**config.mk**
```make
export PLATFORM = sky130hd
export DESIGN_NAME = json_object_tokenizer
export DESIGN_NICKNAME = d
export VERILOG_FILES = /design/src/rtl/jot_pkg.sv /design/src/rtl/jot_front.sv /design/src/rtl/jot_queue.sv /design/src/rtl/jot_back.sv /design/src/rtl/json_object_tokenizer.sv
export SDC_FILE = /design/constraint.sdc
export NUM_CORES = 1
export LEC_CHECK = 0
export BUFFER_PORTS_ARGS = -buffer_cell sky130_fd_sc_hd__buf_2
export CAP_MARGIN = 40
export CORE_AREA = 2 2 150 152
export DETAILED_ROUTE_END_ITERATION = 8
export DIE_AREA = 0 0 152 154
export GPL_TIMING_DRIVEN = 0
export SLEW_MARGIN = 20
export SYNTH_ARGS = -nofsm -noshare
export SYNTH_HDL_FRONTEND = slang
export SYNTH_SLANG_ARGS = --single-unit
export TNS_END_PERCENT = 100
```
**constraint.sdc**
```tcl
create_clock -name clk -period 4 [get_ports clk]
set_input_delay 0.2 -clock clk [delete_from_list [all_inputs] [get_ports clk]]
set_output_delay 0.2 -clock clk [all_outputs]
set_load 0.05 [all_outputs]
```
**src/rtl/jot_pkg.sv**
```systemverilog
`timescale 1ns / 1ps
`default_nettype none

package jot_pkg;

    // Character classes that the front end hands to the parser.
    typedef enum logic [3:0] {
        CLS_LBRACE = 4'd0,
        CLS_RBRACE = 4'd1,
        CLS_QUOTE  = 4'd2,
        CLS_COLON  = 4'd3,
        CLS_LBRACK = 4'd4,
        CLS_RBRACK = 4'd5,
        CLS_COMMA  = 4'd6,
        CLS_DOT    = 4'd7,
        CLS_DIGIT  = 4'd8,
        CLS_WS     = 4'd9,
        CLS_OTHER  = 4'd10
    } cls_t;

    // Parser phases, one-hot.
    typedef enum logic [8:0] {
        PH_BRACE   = 9'b000000001,
        PH_KEYWAIT = 9'b000000010,
        PH_KEY     = 9'b000000100,
        PH_SEP     = 9'b000001000,
        PH_STR     = 9'b000010000,
        PH_NUM     = 9'b000100000,
        PH_AFTER   = 9'b001000000,
        PH_CLOSED  = 9'b010000000,
        PH_ERROR   = 9'b100000000
    } phase_t;

    localparam logic [3:0] EV_NONE   = 4'd0;
    localparam logic [3:0] EV_KEYCH  = 4'd1;
    localparam logic [3:0] EV_KEYEND = 4'd2;
    localparam logic [3:0] EV_STRCH  = 4'd3;
    localparam logic [3:0] EV_STREND = 4'd4;
    localparam logic [3:0] EV_NUMCH  = 4'd5;
    localparam logic [3:0] EV_LOPEN  = 4'd6;
    localparam logic [3:0] EV_LCLOSE = 4'd7;
    localparam logic [3:0] EV_ERR    = 4'd8;

    localparam logic [1:0] ND_NONE = 2'd0;
    localparam logic [1:0] ND_INT  = 2'd1;
    localparam logic [1:0] ND_REAL = 2'd2;

    localparam logic [7:0] CH_LBRACE = 8'h7B;
    localparam logic [7:0] CH_RBRACE = 8'h7D;
    localparam logic [7:0] CH_QUOTE  = 8'h22;
    localparam logic [7:0] CH_COLON  = 8'h3A;
    localparam logic [7:0] CH_LBRACK = 8'h5B;
    localparam logic [7:0] CH_RBRACK = 8'h5D;
    localparam logic [7:0] CH_COMMA  = 8'h2C;
    localparam logic [7:0] CH_DOT    = 8'h2E;
    localparam logic [7:0] CH_ZERO   = 8'h30;
    localparam logic [7:0] CH_NINE   = 8'h39;
    localparam logic [7:0] CH_SPACE  = 8'h20;
    localparam logic [7:0] CH_TAB    = 8'h09;
    localparam logic [7:0] CH_CR     = 8'h0D;

    localparam int QUEUE_DEPTH = 4;
    localparam int PTR_W       = $clog2(QUEUE_DEPTH);
    localparam int CNT_W       = $clog2(QUEUE_DEPTH + 1);

    // One classified word on its way from the front end to the parser.
    typedef struct packed {
        logic       restart;
        cls_t       cls;
        logic [7:0] data;
    } tok_t;

    // One result word.
    typedef struct packed {
        logic [3:0] ev;
        logic [7:0] data;
        logic [1:0] nd;
        logic       dd;
        logic       la;
    } res_t;

endpackage

`default_nettype wire

```
**src/rtl/jot_front.sv**
```systemverilog
`timescale 1ns / 1ps
`default_nettype none

module jot_front (
    input  wire logic          clk,
    input  wire logic          rst_n,
    input  wire logic          in_valid,
    output logic               in_ready,
    input  wire logic [7:0]    byte_in,
    input  wire logic          restart,
    output logic               tok_valid,
    input  wire logic          tok_ready,
    output jot_pkg::tok_t      tok
);
    import jot_pkg::*;

    logic valid_reg;
    logic valid_next;
    tok_t tok_reg;
    cls_t cls;

    always_comb
    begin
        if (byte_in == CH_LBRACE)
            cls = CLS_LBRACE;
        else if (byte_in == CH_RBRACE)
            cls = CLS_RBRACE;
        else if (byte_in == CH_QUOTE)
            cls = CLS_QUOTE;
        else if (byte_in == CH_COLON)
            cls = CLS_COLON;
        else if (byte_in == CH_LBRACK)
            cls = CLS_LBRACK;
        else if (byte_in == CH_RBRACK)
            cls = CLS_RBRACK;
        else if (byte_in == CH_COMMA)
            cls = CLS_COMMA;
        else if (byte_in == CH_DOT)
            cls = CLS_DOT;
        else if (byte_in >= CH_ZERO && byte_in <= CH_NINE)
            cls = CLS_DIGIT;
        else if (byte_in == CH_SPACE || (byte_in >= CH_TAB && byte_in <= CH_CR))
            cls = CLS_WS;
        else
            cls = CLS_OTHER;
    end

    assign in_ready = !valid_reg || tok_ready;

    always_comb
    begin
        valid_next = valid_reg;
        if (in_ready)
            valid_next = in_valid;
    end

    always_ff @(posedge clk or negedge rst_n)
    begin
        if (!rst_n)
            valid_reg <= 1'b0;
        else
            valid_reg <= valid_next;
    end

    always_ff @(posedge clk)
    begin
        if (in_valid && in_ready)
        begin
            tok_reg.restart <= restart;
            tok_reg.cls     <= cls;
            tok_reg.data    <= byte_in;
        end
    end

    assign tok_valid = valid_reg;
    assign tok       = tok_reg;

endmodule

`default_nettype wire

```
**src/rtl/jot_queue.sv**
```systemverilog
`timescale 1ns / 1ps
`default_nettype none

module jot_queue (
    input  wire logic          clk,
    input  wire logic          rst_n,
    input  wire logic          push_valid,
    output logic               push_ready,
    input  wire jot_pkg::tok_t push_tok,
    output logic               pop_valid,
    input  wire logic          pop_ready,
    output jot_pkg::tok_t      pop_tok
);
    import jot_pkg::*;

    tok_t             entry_reg [QUEUE_DEPTH];
    logic [PTR_W-1:0] wr_ptr_reg;
    logic [PTR_W-1:0] wr_ptr_next;
    logic [PTR_W-1:0] rd_ptr_reg;
    logic [PTR_W-1:0] rd_ptr_next;
    logic [CNT_W-1:0] count_reg;
    logic [CNT_W-1:0] count_next;
    logic             push;
    logic             pop;

    assign push_ready = count_reg != CNT_W'(QUEUE_DEPTH);
    assign pop_valid  = count_reg != '0;
    assign push       = push_valid && push_ready;
    assign pop        = pop_valid && pop_ready;
    assign pop_tok    = entry_reg[rd_ptr_reg];

    always_comb
    begin
        wr_ptr_next = wr_ptr_reg;
        rd_ptr_next = rd_ptr_reg;
        count_next  = count_reg;
        if (push)
            wr_ptr_next = (wr_ptr_reg == PTR_W'(QUEUE_DEPTH - 1)) ? '0 : wr_ptr_reg + 1'b1;
        if (pop)
            rd_ptr_next = (rd_ptr_reg == PTR_W'(QUEUE_DEPTH - 1)) ? '0 : rd_ptr_reg + 1'b1;
        if (push && !pop)
            count_next = count_reg + 1'b1;
        else if (pop && !push)
            count_next = count_reg - 1'b1;
    end

    always_ff @(posedge clk or negedge rst_n)
    begin
        if (!rst_n)
        begin
            wr_ptr_reg <= '0;
            rd_ptr_reg <= '0;
            count_reg  <= '0;
        end
        else
        begin
            wr_ptr_reg <= wr_ptr_next;
            rd_ptr_reg <= rd_ptr_next;
            count_reg  <= count_next;
        end
    end

    always_ff @(posedge clk)
    begin
        if (push)
            entry_reg[wr_ptr_reg] <= push_tok;
    end

endmodule

`default_nettype wire

```
**src/rtl/jot_back.sv**
```systemverilog
`timescale 1ns / 1ps
`default_nettype none

module jot_back (
    input  wire logic          clk,
    input  wire logic          rst_n,
    input  wire logic          tok_valid,
    output logic               tok_ready,
    input  wire jot_pkg::tok_t tok,
    output logic               res_valid,
    input  wire logic          res_ready,
    output jot_pkg::res_t      res
);
    import jot_pkg::*;

    phase_t     phase_reg;
    phase_t     phase_next;
    logic       in_list_reg;
    logic       in_list_next;
    logic       colon_reg;
    logic       colon_next;
    logic       dot_reg;
    logic       dot_next;
    logic       valid_reg;
    logic       valid_next;
    res_t       res_reg;
    res_t       res_next;

    phase_t     ph;
    logic       il;
    logic       cl;
    logic       dt;
    logic       err;
    logic [1:0] kind;
    logic       pop;

    assign tok_ready = !valid_reg || res_ready;
    assign pop       = tok_valid && tok_ready;

    always_comb
    begin
        // A restart word begins from the reset state.
        ph = tok.restart ? PH_BRACE : phase_reg;
        il = tok.restart ? 1'b0 : in_list_reg;
        cl = tok.restart ? 1'b0 : colon_reg;
        dt = tok.restart ? 1'b0 : dot_reg;

        phase_next   = ph;
        in_list_next = il;
        colon_next   = cl;
        dot_next     = dt;
        err          = 1'b0;
        kind         = dt ? ND_REAL : ND_INT;
        res_next.ev   = EV_NONE;
        res_next.data = tok.data;
        res_next.nd   = ND_NONE;
        res_next.dd   = 1'b0;

        case (ph)
            PH_BRACE:
            begin
                if (tok.cls == CLS_LBRACE)
                    phase_next = PH_KEYWAIT;
                else
                    err = 1'b1;
            end
            PH_KEYWAIT:
            begin
                if (tok.cls == CLS_QUOTE)
                    phase_next = PH_KEY;
                else if (tok.cls != CLS_WS)
                    err = 1'b1;
            end
            PH_KEY:
            begin
                if (tok.cls == CLS_QUOTE)
                begin
                    res_next.ev = EV_KEYEND;
                    phase_next  = PH_SEP;
                end
                else
                    res_next.ev = EV_KEYCH;
            end
            PH_SEP:
            begin
                case (tok.cls)
                    CLS_COLON:
                    begin
                        if (cl)
                            err = 1'b1;
                        else
                            colon_next = 1'b1;
                    end
                    CLS_QUOTE:
                    begin
                        if (cl)
                        begin
                            colon_next = 1'b0;
                            phase_next = PH_STR;
                        end
                        else
                            err = 1'b1;
                    end
                    CLS_LBRACK:
                    begin
                        if (!il && cl)
                        begin
                            in_list_next = 1'b1;
                            res_next.ev  = EV_LOPEN;
                        end
                        else
                            err = 1'b1;
                    end
                    CLS_DIGIT:
                    begin
                        if (cl)
                        begin
                            colon_next  = 1'b0;
                            dot_next    = 1'b0;
                            phase_next  = PH_NUM;
                            res_next.ev = EV_NUMCH;
                        end
                        else
                            err = 1'b1;
                    end
                    CLS_WS:
                    begin
                    end
                    default:
                        err = 1'b1;
                endcase
            end
            PH_STR:
            begin
                if (tok.cls == CLS_QUOTE)
                begin
                    res_next.ev = EV_STREND;
                    phase_next  = PH_AFTER;
                end
                else
                    res_next.ev = EV_STRCH;
            end
            PH_NUM:
            begin
                case (tok.cls)
                    CLS_DIGIT:
                        res_next.ev = EV_NUMCH;
                    CLS_DOT:
                    begin
                        if (dt)
                            err = 1'b1;
                        else
                        begin
                            dot_next    = 1'b1;
                            res_next.ev = EV_NUMCH;
                        end
                    end
                    CLS_WS:
                    begin
                        res_next.nd = kind;
                        phase_next  = PH_AFTER;
                    end
                    CLS_RBRACE:
                    begin
                        if (il)
                            err = 1'b1;
                        else
                        begin
                            res_next.nd = kind;
                            res_next.dd = 1'b1;
                            phase_next  = PH_CLOSED;
                        end
                    end
                    CLS_COMMA:
                    begin
                        res_next.nd = kind;
                        if (il)
                        begin
                            colon_next = 1'b1;
                            phase_next = PH_SEP;
                        end
                        else
                            phase_next = PH_KEYWAIT;
                    end
                    CLS_RBRACK:
                    begin
                        if (il)
                        begin
                            res_next.nd  = kind;
                            in_list_next = 1'b0;
                            res_next.ev  = EV_LCLOSE;
                            phase_next   = PH_AFTER;
                        end
                        else
                            err = 1'b1;
                    end
                    default:
                        err = 1'b1;
                endcase
            end
            PH_AFTER:
            begin
                case (tok.cls)
                    CLS_COMMA:
                    begin
                        if (il)
                        begin
                            colon_next = 1'b1;
                            phase_next = PH_SEP;
                        end
                        else
                            phase_next = PH_KEYWAIT;
                    end
                    CLS_RBRACE:
                    begin
                        if (il)
                            err = 1'b1;
                        else
                        begin
                            res_next.dd = 1'b1;
                            phase_next  = PH_CLOSED;
                        end
                    end
                    CLS_RBRACK:
                    begin
                        if (il)
                        begin
                            in_list_next = 1'b0;
                            res_next.ev  = EV_LCLOSE;
                        end
                        else
                            err = 1'b1;
                    end
                    CLS_WS:
                    begin
                    end
                    default:
                        err = 1'b1;
                endcase
            end
            PH_CLOSED:
            begin
            end
            default:
                err = 1'b1;
        endcase

        if (err)
        begin
            phase_next   = PH_ERROR;
            in_list_next = 1'b0;
            colon_next   = 1'b0;
            dot_next     = 1'b0;
            res_next.ev  = EV_ERR;
            res_next.nd  = ND_NONE;
            res_next.dd  = 1'b0;
        end

        // The list flag is already clear after an error or a close.
        res_next.la = in_list_next;

        valid_next = valid_reg;
        if (tok_ready)
            valid_next = tok_valid;
    end

    always_ff @(posedge clk or negedge rst_n)
    begin
        if (!rst_n)
        begin
            phase_reg   <= PH_BRACE;
            in_list_reg <= 1'b0;
            colon_reg   <= 1'b0;
            dot_reg     <= 1'b0;
            valid_reg   <= 1'b0;
        end
        else
        begin
            valid_reg <= valid_next;
            if (pop)
            begin
                phase_reg   <= phase_next;
                in_list_reg <= in_list_next;
                colon_reg   <= colon_next;
                dot_reg     <= dot_next;
            end
        end
    end

    always_ff @(posedge clk)
    begin
        if (pop)
            res_reg <= res_next;
    end

    assign res_valid = valid_reg;
    assign res       = res_reg;

`ifndef SYNTHESIS
    a_err_sticks: assert property (@(posedge clk) disable iff (!rst_n)
        (pop && res_next.ev == EV_ERR) |=> (phase_reg == PH_ERROR))
        else $error("error word did not leave the parser in the error phase");

    a_list_phase: assert property (@(posedge clk) disable iff (!rst_n)
        in_list_reg |-> (phase_reg == PH_SEP || phase_reg == PH_STR
                         || phase_reg == PH_NUM || phase_reg == PH_AFTER))
        else $error("list flag set outside a value phase");

    a_colon_phase: assert property (@(posedge clk) disable iff (!rst_n)
        colon_reg |-> (phase_reg == PH_SEP))
        else $error("colon flag set outside the separator phase");

    a_done_clean: assert property (@(posedge clk) disable iff (!rst_n)
        (res_valid && res.dd) |-> (res.ev == EV_NONE && !res.la))
        else $error("document close carries an event or an open list");

    a_close_phase: assert property (@(posedge clk) disable iff (!rst_n)
        (pop && res_next.dd) |=> (phase_reg == PH_CLOSED && !in_list_reg))
        else $error("document close did not reach the closed phase");
`endif

endmodule

`default_nettype wire

```
**src/rtl/json_object_tokenizer.sv**
```systemverilog
`timescale 1ns / 1ps
`default_nettype none

// Streaming tokenizer for one flat JSON object, one byte per input word and one result word per
// input word. The front end registers each byte together with its character class, a
// four-entry queue decouples it from the parser, and the parser updates its phase and list,
// colon and decimal-point flags from the queue head and writes the result into an output
// register. With both sides always ready the block sustains one word per cycle; a word passes
// three registers in order (front register, queue, output register) before its result is on
// the output. The queue and the output register let the front end keep taking bytes while
// the result side stalls, up to six words in flight, after which in_ready drops. A word with
// restart set clears the parser state before its byte is parsed. Errors are sticky: every
// word after an error reports the error event until the next restart, and after the closing
// brace every word reports nothing.
module json_object_tokenizer (
    input  wire logic       clk,
    input  wire logic       rst_n,
    input  wire logic       in_valid,
    output logic            in_ready,
    input  wire logic [7:0] byte_in,
    input  wire logic       restart,
    output logic            out_valid,
    input  wire logic       out_ready,
    output logic [3:0]      event_res,
    output logic [7:0]      byte_out,
    output logic [1:0]      number_done,
    output logic            doc_done,
    output logic            list_active
);
    import jot_pkg::*;

    logic f_valid;
    logic f_ready;
    tok_t f_tok;
    logic q_valid;
    logic q_ready;
    tok_t q_tok;
    res_t res;

    // Front end: registers each byte with its character class.
    jot_front u_front (
        .clk       (clk),
        .rst_n     (rst_n),
        .in_valid  (in_valid),
        .in_ready  (in_ready),
        .byte_in   (byte_in),
        .restart   (restart),
        .tok_valid (f_valid),
        .tok_ready (f_ready),
        .tok       (f_tok)
    );

    // Short queue so that either side can stall without stopping the other at once.
    jot_queue u_queue (
        .clk        (clk),
        .rst_n      (rst_n),
        .push_valid (f_valid),
        .push_ready (f_ready),
        .push_tok   (f_tok),
        .pop_valid  (q_valid),
        .pop_ready  (q_ready),
        .pop_tok    (q_tok)
    );

    // Back end: the grammar state machine and the output register.
    jot_back u_back (
        .clk       (clk),
        .rst_n     (rst_n),
        .tok_valid (q_valid),
        .tok_ready (q_ready),
        .tok       (q_tok),
        .res_valid (out_valid),
        .res_ready (out_ready),
        .res       (res)
    );

    assign event_res   = res.ev;
    assign byte_out    = res.data;
    assign number_done = res.nd;
    assign doc_done    = res.dd;
    assign list_active = res.la;

endmodule

`default_nettype wire

```
==> impl_metrics.csv <==
group,metric,value,unit
global_route,grt_antenna_before_repair,0,
synth,synthAdderAreaFrac,0.01933,
layout,largest_reg_flops,52,
layout,finalNonFillerCells,722,
clock_tree,clkSinkCount,102,
worst_setup_path,r2r_slack,0.92,ns
clock_tree,root_buffer,"clkbuf_16",
synth,syn_nets,414,
synth,synthSimpleGateAreaFrac,0.1664,
pwr,ir_drop,220.5,uV
detailed_routing,vias,3329,
synth,async_flop_share,0.2059,
synth,synth_xor_area_frac,0.01068,
place,placed_cells,704,
pwr,p_leak,2.000,nW
place,place_area,5420,um2
clock_tree,h-tree-depth,3,
sta,final-setup-viol-count,0,
sta,setup-tns-final,0,ns
clock_tree,numCtsBuffers,9,
detailed_routing,vias_per_cell,4.611,
synth,synth_common_cells,"edfxtp_1, nand2_1, nor2_1, dfrtp_1, o21ai_0",
job,max_cap_violations,0,
detailed_routing,drt_iter0_drc,332,
layout,drive_above_1_share,0.1968,
synth,synth.area.top_cells,"edfxtp_1, dfrtp_1, mux4_2, nand2_1, nor2_1",
outcome,outcome,"finished, final reports clean",
worst_setup_path,worstSetupPathType,"register to register",
layout,nNetsFinal,457,
worst_hold_path,min_path_type,"input pin to register",
synth,ys_seq_area_frac,0.6016,
sta,worst_slack,0.9249,ns
clock_tree,clkSlewWorstSetupHoldPaths,0.08,ns
pwr,p_per_area,685.5,nW/um2
place,dpl.hpwl,7.318,mm
worst_setup_path,cp-end-kind,"register",
place,dp_slack,0.9107,ns
sta,max_freq,325.2,MHz
synth,syn_inst,394,
global_route,track_usage,0.09517,
synth,yosysMostFrequentCell,"edfxtp_1",
synth,synth_top_family_by_area,"simple AND/OR/NAND/NOR gates",
place,gp_congestion,0.8701,
floorplan,die_h,154,um
detailed_routing,drcViolationCount,0,
sta,hold_viol_final,0,
sta,fin_crit,3.075,ns
synth,netlist_area,4918,um2
floorplan,row_count,54,
sta,fin_crit_sh,0.7688,
synth,synth_ff_type,"edfxtp_1",
synth,synth_compound_area_frac,0.1051,
global_route,grt_first_pass_wirelength,17.54,mm
synth,yosysTopAreaCellShare,0.4945,
layout,syn2layout_area_growth,16.79,%
worst_setup_path,arrival,3.36,ns
sta,final_max_slew_viol_count,0,
synth,yosys_warnings,0,
clock_tree,cts_buffer_depth,2,
global_route,grt_pass1_vias,3242,
synth,muxShareOfSynthArea,0.06614,
layout,final_util,0.2649,
sta,skew,0.005402,ns
sta,rsz0062_at_grt,"false",
worst_setup_path,worstPathMaxFanout,10,
worst_setup_path,start_kind,"register",
global_route,overflow,0,
clock_tree,cts_tree,"done",
worst_setup_path,critPathBufInv,3,
floorplan,core,21690,um2
synth,syn_area_per_cell,12.48,um2
clock_tree,insertion_delay,0.36,ns
worst_setup_path,cpMaxStageDelayCell,"clkbuf_1",
sta,worst_pin_slew,0.7005,ns
worst_setup_path,cp_slowest_stage_delay,0.54,ns
synth,yosysTopAreaCell,"edfxtp_1",
detailed_routing,wire_per_inst,14.70,um
clock_tree,cts_setup_buffers,0,
detailed_routing,drt_wl_total,10.61,mm
synth,ys_seq_elements,102,
floorplan,die_area,23410,um2
layout,fillers,2231,
floorplan,ioPinCount,31,
floorplan,die_x,152,um
floorplan,start_util,0.2268,
worst_setup_path,cp.required,4.29,ns
place,port_buffers,30,
worst_setup_path,cp_cell_sequence,"nor3_1 -> a21o_1 -> clkbuf_1 -> clkbuf_1 -> ha_1 -> inv_1 -> fa_1 -> xor2_1 -> nor2_1 -> xor2_1",
detailed_routing,postRouteAntennaNets,0,
worst_setup_path,path_delay_family,"buffers and inverters",
global_route,grt_max_degree,26,
layout,antenna_cells,0,
synth,synth_edf_count,81,
detailed_routing,firstDrtPassIters,5,
clock_tree,ctsHoldBuffers,1,
layout,final_cell_area,5744,um2
synth,yosys.cell_types.count,63,
sta,max-slew-margin-rel,0.5330,
clock_tree,cts_resized,0,
## per-layer routing
layer | vias up | track usage | share of wire | routed length [um]
li1 | 1577 | - | - | -
met1 | 1638 | 0.1222 | 0.46 | 4924
met2 | 101 | 0.1502 | 0.47 | 4947
met3 | 13 | 0.03016 | 0.052 | 553
met4 | 0 | 0.03649 | 0.017 | 185
met5 | - | 0 | 0 | 0
## kinds of logic (layout without fill, tap and decap cells)
group,Yosys count,count (layout)
compound gates,76,76
xor+xnor,6,6
fa+ha+maj,7,7
buf+inv,33,81
flops,102,102
mux,16,16
simple gates,154,154
## power by group
| part | internal (mW) | total (mW) | switching (mW) |
|---|---|---|---|
| registers | 1.45 | 1.57 | 0.115 |
| clock network | 0.443 | 0.874 | 0.432 |
| logic | 0.482 | 1.50 | 1.02 |
## final timing paths
| path | start | endpoint | depth (start not counted) |
|---|---|---|---|
| worst max-delay path | u_queue.count_reg[0] | u_queue.count_reg[2] | 10 |
| worst max register to register | u_queue.count_reg[0] | u_queue.count_reg[2] | 10 |
| min in group asynchronous | rst_n | u_back.phase_reg[5] | 2 |
| worst min register to register | u_back.res_valid | u_back.res_valid | 2 |
| worst min-delay path | byte_in[2] | u_front.tok[2] | 1 |
| max in group asynchronous | rst_n | u_back.phase_reg[0] | 2 |
## final cells by class
cell class                 count  area [um2]  area share
tap                          280       350.3     0.06099
sequential                   102        2959      0.5151
multi-input combinational    259        1808      0.3147
buffer                        22       111.4     0.01939
inverter                      11       41.29    0.007188
timing repair buffer          32       171.4     0.02984
clock buffer                   9       225.2     0.03921
clock inverter                 7       77.57     0.01350
## layout by cell type, fill, tap and decap left out, drive strengths merged, types with 3 or more instances in the layout
cell,count
or4,3
o22ai,3
dfrtp,20
clkinv,5
clkbuf,21
nand4,3
buf,41
mux4,13
a21o,5
xor2,3
a31oi,8
and3,3
o21ai,21
edfxtp,81
o211ai,3
nor2b,8
a21oi,11
xnor2,3
nand2b,9
a22oi,6
nor3b,3
nor2,29
ha,6
nor3,15
nand2,41
o31ai,6
nand3,17
and2,7
inv,13
## per-stage QoR
stage	total power [mW]	hold WS, ns
2_1_floorplan	2.689	-0.09559
3_3_place_gp	3.065	0.2112
3_5_place_dp	3.084	0.2166
4_1_cts	3.973	0.01263
5_1_grt	4.183	0.02403
6_report	3.938	0.03125
(Power assumes the default switching activity.)
